$ cat src/rhht_pkg.sv
// Package with types, constants and hash functions for the Robin Hood hash table.
`default_nettype none
package rhht_pkg;
  localparam int unsigned TableSize = 1024;
  localparam int unsigned IdxW = $clog2(TableSize);
  localparam logic [31:0] HashMul = 32'h045d9f3b;
  localparam logic [9:0] LoadLimitReset = 10'd819;

  localparam logic [1:0] OP_INSERT = 2'd0;
  localparam logic [1:0] OP_FIND = 2'd1;
  localparam logic [1:0] OP_REMOVE = 2'd2;
  localparam logic [1:0] OP_INVALID = 2'd3;

  localparam logic [1:0] ST_OK = 2'd0;
  localparam logic [1:0] ST_NOT_FOUND = 2'd1;
  localparam logic [1:0] ST_FULL = 2'd2;
  localparam logic [1:0] ST_BAD_VALUE = 2'd3;

  typedef struct packed {
    logic [1:0] operation;
    logic [31:0] key_a;
    logic [31:0] key_b;
    logic [31:0] entry_value;
  } in_item_t;

  typedef struct packed {
    logic [1:0] status;
    logic [31:0] found_value;
  } out_item_t;

  // One table entry as stored in memory.
  typedef struct packed {
    logic [31:0] key_a;
    logic [31:0] key_b;
    logic [31:0] value;
    logic [IdxW-1:0] disp;
  } slot_t;

  // Arithmetic shift right by 16, xored with the word.
  function automatic logic [31:0] shift_xor(input logic [31:0] x);
    shift_xor = x ^ {{16{x[31]}}, x[31:16]};
  endfunction
endpackage
`default_nettype wire

$ cat src/rhht_hash.sv
// Pipelined hash of the two key words down to a home slot index.
`default_nettype none
module rhht_hash (
  input  wire logic clk,
  input  wire logic [31:0] key_a,
  input  wire logic [31:0] key_b,
  output logic [rhht_pkg::IdxW-1:0] home
);
  logic [31:0] m1a_r, m1b_r, m2a_r, m2b_r;
  logic [31:0] m1a_nxt, m1b_nxt, m2a_nxt, m2b_nxt;

  // First round, then second round, each behind a register.
  assign m1a_nxt = rhht_pkg::shift_xor(key_a) * rhht_pkg::HashMul;
  assign m1b_nxt = rhht_pkg::shift_xor(key_b) * rhht_pkg::HashMul;
  assign m2a_nxt = rhht_pkg::shift_xor(m1a_r) * rhht_pkg::HashMul;
  assign m2b_nxt = rhht_pkg::shift_xor(m1b_r) * rhht_pkg::HashMul;

  always_ff @(posedge clk) begin
    m1a_r <= m1a_nxt;
    m1b_r <= m1b_nxt;
    m2a_r <= m2a_nxt;
    m2b_r <= m2b_nxt;
  end

  logic [31:0] fin;
  assign fin = rhht_pkg::shift_xor(m2a_r) ^ rhht_pkg::shift_xor(m2b_r);
  assign home = fin[rhht_pkg::IdxW-1:0];
endmodule
`default_nettype wire

$ cat config.mk
export PLATFORM = sky130hd
export DESIGN_NAME = rhht_hash
export DESIGN_NICKNAME = d
export VERILOG_FILES = /design/src/rhht_pkg.sv /design/src/rhht_hash.sv
export SDC_FILE = /design/constraint.sdc
export NUM_CORES = 2
export LEC_CHECK = 0
export BUFFER_PORTS_ARGS = -buffer_cell sky130_fd_sc_hd__buf_2
export CAP_MARGIN = 15
export CORE_MARGIN = 8
export CORE_UTILIZATION = 34
export DETAILED_ROUTE_END_ITERATION = 6
export GPL_TIMING_DRIVEN = 1
export PLACE_DENSITY_LB_ADDON = 0.15
export SETUP_SLACK_MARGIN = 0.15
export SLEW_MARGIN = 30
export SYNTH_ARGS = -nofsm -noshare
export SYNTH_HDL_FRONTEND = slang
export SYNTH_SLANG_ARGS = --single-unit
$ cat constraint.sdc
create_clock -name clk -period 10.7 [get_ports clk]
set_input_delay 0.535 -clock clk [delete_from_list [all_inputs] [get_ports clk]]
set_output_delay 0.535 -clock clk [all_outputs]
set_load 0.01 [all_outputs]
==> results_dict.tcl <==
set metrics [dict create \
    status "completed" \
    setup_violations 0 \
    drtAntennaViolNets 0 \
    diodes 0 \
    drv_slew 0 \
    htree_levels 3 \
    synth_area_leaders "fa_1, ha_1, inv_1" \
    hold_start "key_b[0]" \
    timing.final.crit_share_pct 68.0 \
    ys_warn_count 0 \
    place_congestion 0.885 \
    rsz0062_at_grt "no" \
    hold_end "m1b_r[0]" \
    synth-seq-cells 104 \
    area_delta_synth_final_pct 7.49 \
    dr.pass1.iters 4 \
    syn_nets 4966 \
    coreArea_um2 103000 \
    drtIter0Drc 753 \
    initial_utilization_pct 34.1 \
    worst_pin_slew_ps 1000 \
    syn_avg_cell_area_um2 9.74 \
    grt_pass1_vias 24500 \
    drc 0 \
    cts-root-buf "clkbuf_16" \
    cp.required_ps 10950 \
    postCtsSetupBuffers 0 \
    async_flop_share_pct 0 \
    timing.fmax_mhz 137 \
    synth_edf_count 0 \
    slew_headroom_pct 32.7 \
    yosysMostFrequentCell "inv_1" \
    pre_cts_ws_ps 3030 \
    clkLatencyLatePin_ps 390 \
    netlist_top_cells_count "inv_1, fa_1, ha_1" \
    cts_buffers 9 \
    finish.utilization_pct 36.6 \
    synth_top_area_share_pct 41.8 \
    cts-resized-gates 0 \
    min_period_ps 7280 \
    crit_path_max_fanout 16 \
    worstHoldPathType "in -> reg" \
    drv_cap 0 \
    avgViaCountPerCell 4.24 \
    worst_setup_path_end_kind "flop" \
    hold_buffers 0 \
    grt-ovfl-total 0 \
    synthDistinctLibCells 62 \
    r2r_slack_ps 3590 \
    multi_input_area_um2 28100 \
    rr_worst_depth 22 \
    fin_setup_tns_ps 0 \
    rows 118 \
    startpoint_type "primary input" \
    dieArea_um2 114000 \
    path_clk_slew_ps 70 \
    ys_seq_area_share_pct 5.93 \
    antenna_found_initial 0 \
    holdPathStages 3 \
    yosys.area.top_type "fa_1" \
    fillers 10800 \
    drive_gt1_share_pct 4.12 \
    die_y_um 337 \
    r2r-end "m2b_r[24]" \
    grt_use_total_pct 16.1 \
    die_w_um 337 \
    clockBufferDepth 2 \
    fin_ws_ps 3420 \
    layout.nets 5070 \
    routedWlPerCell_um 17.4 \
    ff_latch_area_um2 2080 \
    finalHoldViolCount 0 \
    vias 21600 \
    syn_inst 3606 \
    ios 75 \
    dp_hpwl_mm 82.9 \
    clkSinkCount 104 \
    holdWs_ps 575 \
    grt_max_degree 18 \
    placement.io_buffers 74 \
    grt_first_pass_wirelength_mm 141 \
    path_class "in -> reg" \
    cp.arrival_ps 7530 \
    final.setup_skew_ps 15.7 \
    synth_area_um2 35100 \
    ys.flop_type "dfxtp_1" \
    tritoncts "yes" \
    regToRegStartpoint "m1b_r[24]" \
    drt_wl_total_mm 88.4 \
]
[layout make-up]
class	instances	share of cell area (%)
Inverter	1331	13.2
Tap cell	1380	4.57
Clock buffer	11	0.670
Clock inverter	4	0.156
Timing Repair Buffer	102	1.54
Sequential cell	104	5.52
Multi-Input combinational cell	2162	74.3
[critical path, cell delays in order]
cell      delay [ps]
buf_2            380
xor2_1           630
inv_1            210
fa_1             570
inv_1             60
ha_1             310
fa_1             530
inv_1             50
fa_1             490
inv_1             50
fa_1             500
fa_1             500
inv_1             50
fa_1             470
inv_1             40
ha_1             320
and3_4           200
a221o_1          390
a22o_1           220
or4_1            420
a21oi_2          170
o311ai_1         120
a21oi_1          190
xnor2_1           80
[worst max path at each step]
stage / from / end / cells past startpoint
after floorplan: key_b[31] / m1b_r[31] / 24
after global placement: key_b[31] / m1b_r[31] / 24
after detailed placement: key_b[31] / m1b_r[31] / 24
after CTS: key_b[31] / m1b_r[31] / 24
after global routing: key_b[31] / m1b_r[31] / 24
final: key_b[31] / m1b_r[31] / 24
[metrics by stage]
stage          instance area (µm²)  std cells
6_report                     37700       5094
5_1_grt                      37700       5094
4_1_cts                      37700       5094
3_5_place_dp                 37400       5079
3_3_place_gp                 37400       5079
2_1_floorplan                35100       3606
[placed cells by master (no fill, tap or decap), drive strengths merged, types with 4 or more instances in the layout]
cell type and n:
xnor2 224, nand2b 18, o2111ai 7, o21ai 32
inv 1334, nand2 63, or3 4, xor2 183
nor2 55, or2 15, a21o 38, o211ai 9
o21a 15, nor3 17, and2 18, a211oi 9
nand3 16, a21oi 55, nor3b 5, a2111oi 4
clkbuf 11, ha 562, nor2b 8, and3 10
dfxtp 104, fa 733, a31o 6, buf 102
o21bai 7, nand4 4, a31oi 8
[registers in the layout (all words and copies together), names as in the netlist]
register and count:
m1a_r 32, m2b_r 20, m2a_r 20, m1b_r 32
[routing by layer]
metal / share of wire, % / up-vias / GRT usage, %
met1: 49 / 10700 / 22.6
li1: - / 10700 / -
met5: 0 / - / 0
met4: 1.4 / 0 / 2.61
met3: 2.0 / 50 / 1.41
met2: 47 / 219 / 27.6
[cell families (layout without fill, tap and decap cells)]
kind of cell	Yosys count	after routing	share of synthesized area, %
xor gates and xnor gates	407	407	10.3
DFF	104	104	5.93
AOI/OAI and AO/OA	215	215	4.10
adders and majority gates	1295	1295	61.8
and+or+nand+nor	243	243	3.47
muxes	2	2	0.0570
buffers and inverters	1340	1448	14.3
Power is left out: the tool's default activity adds up to more than one toggle a clock period on the data nets, which glitch-free logic cannot reach.
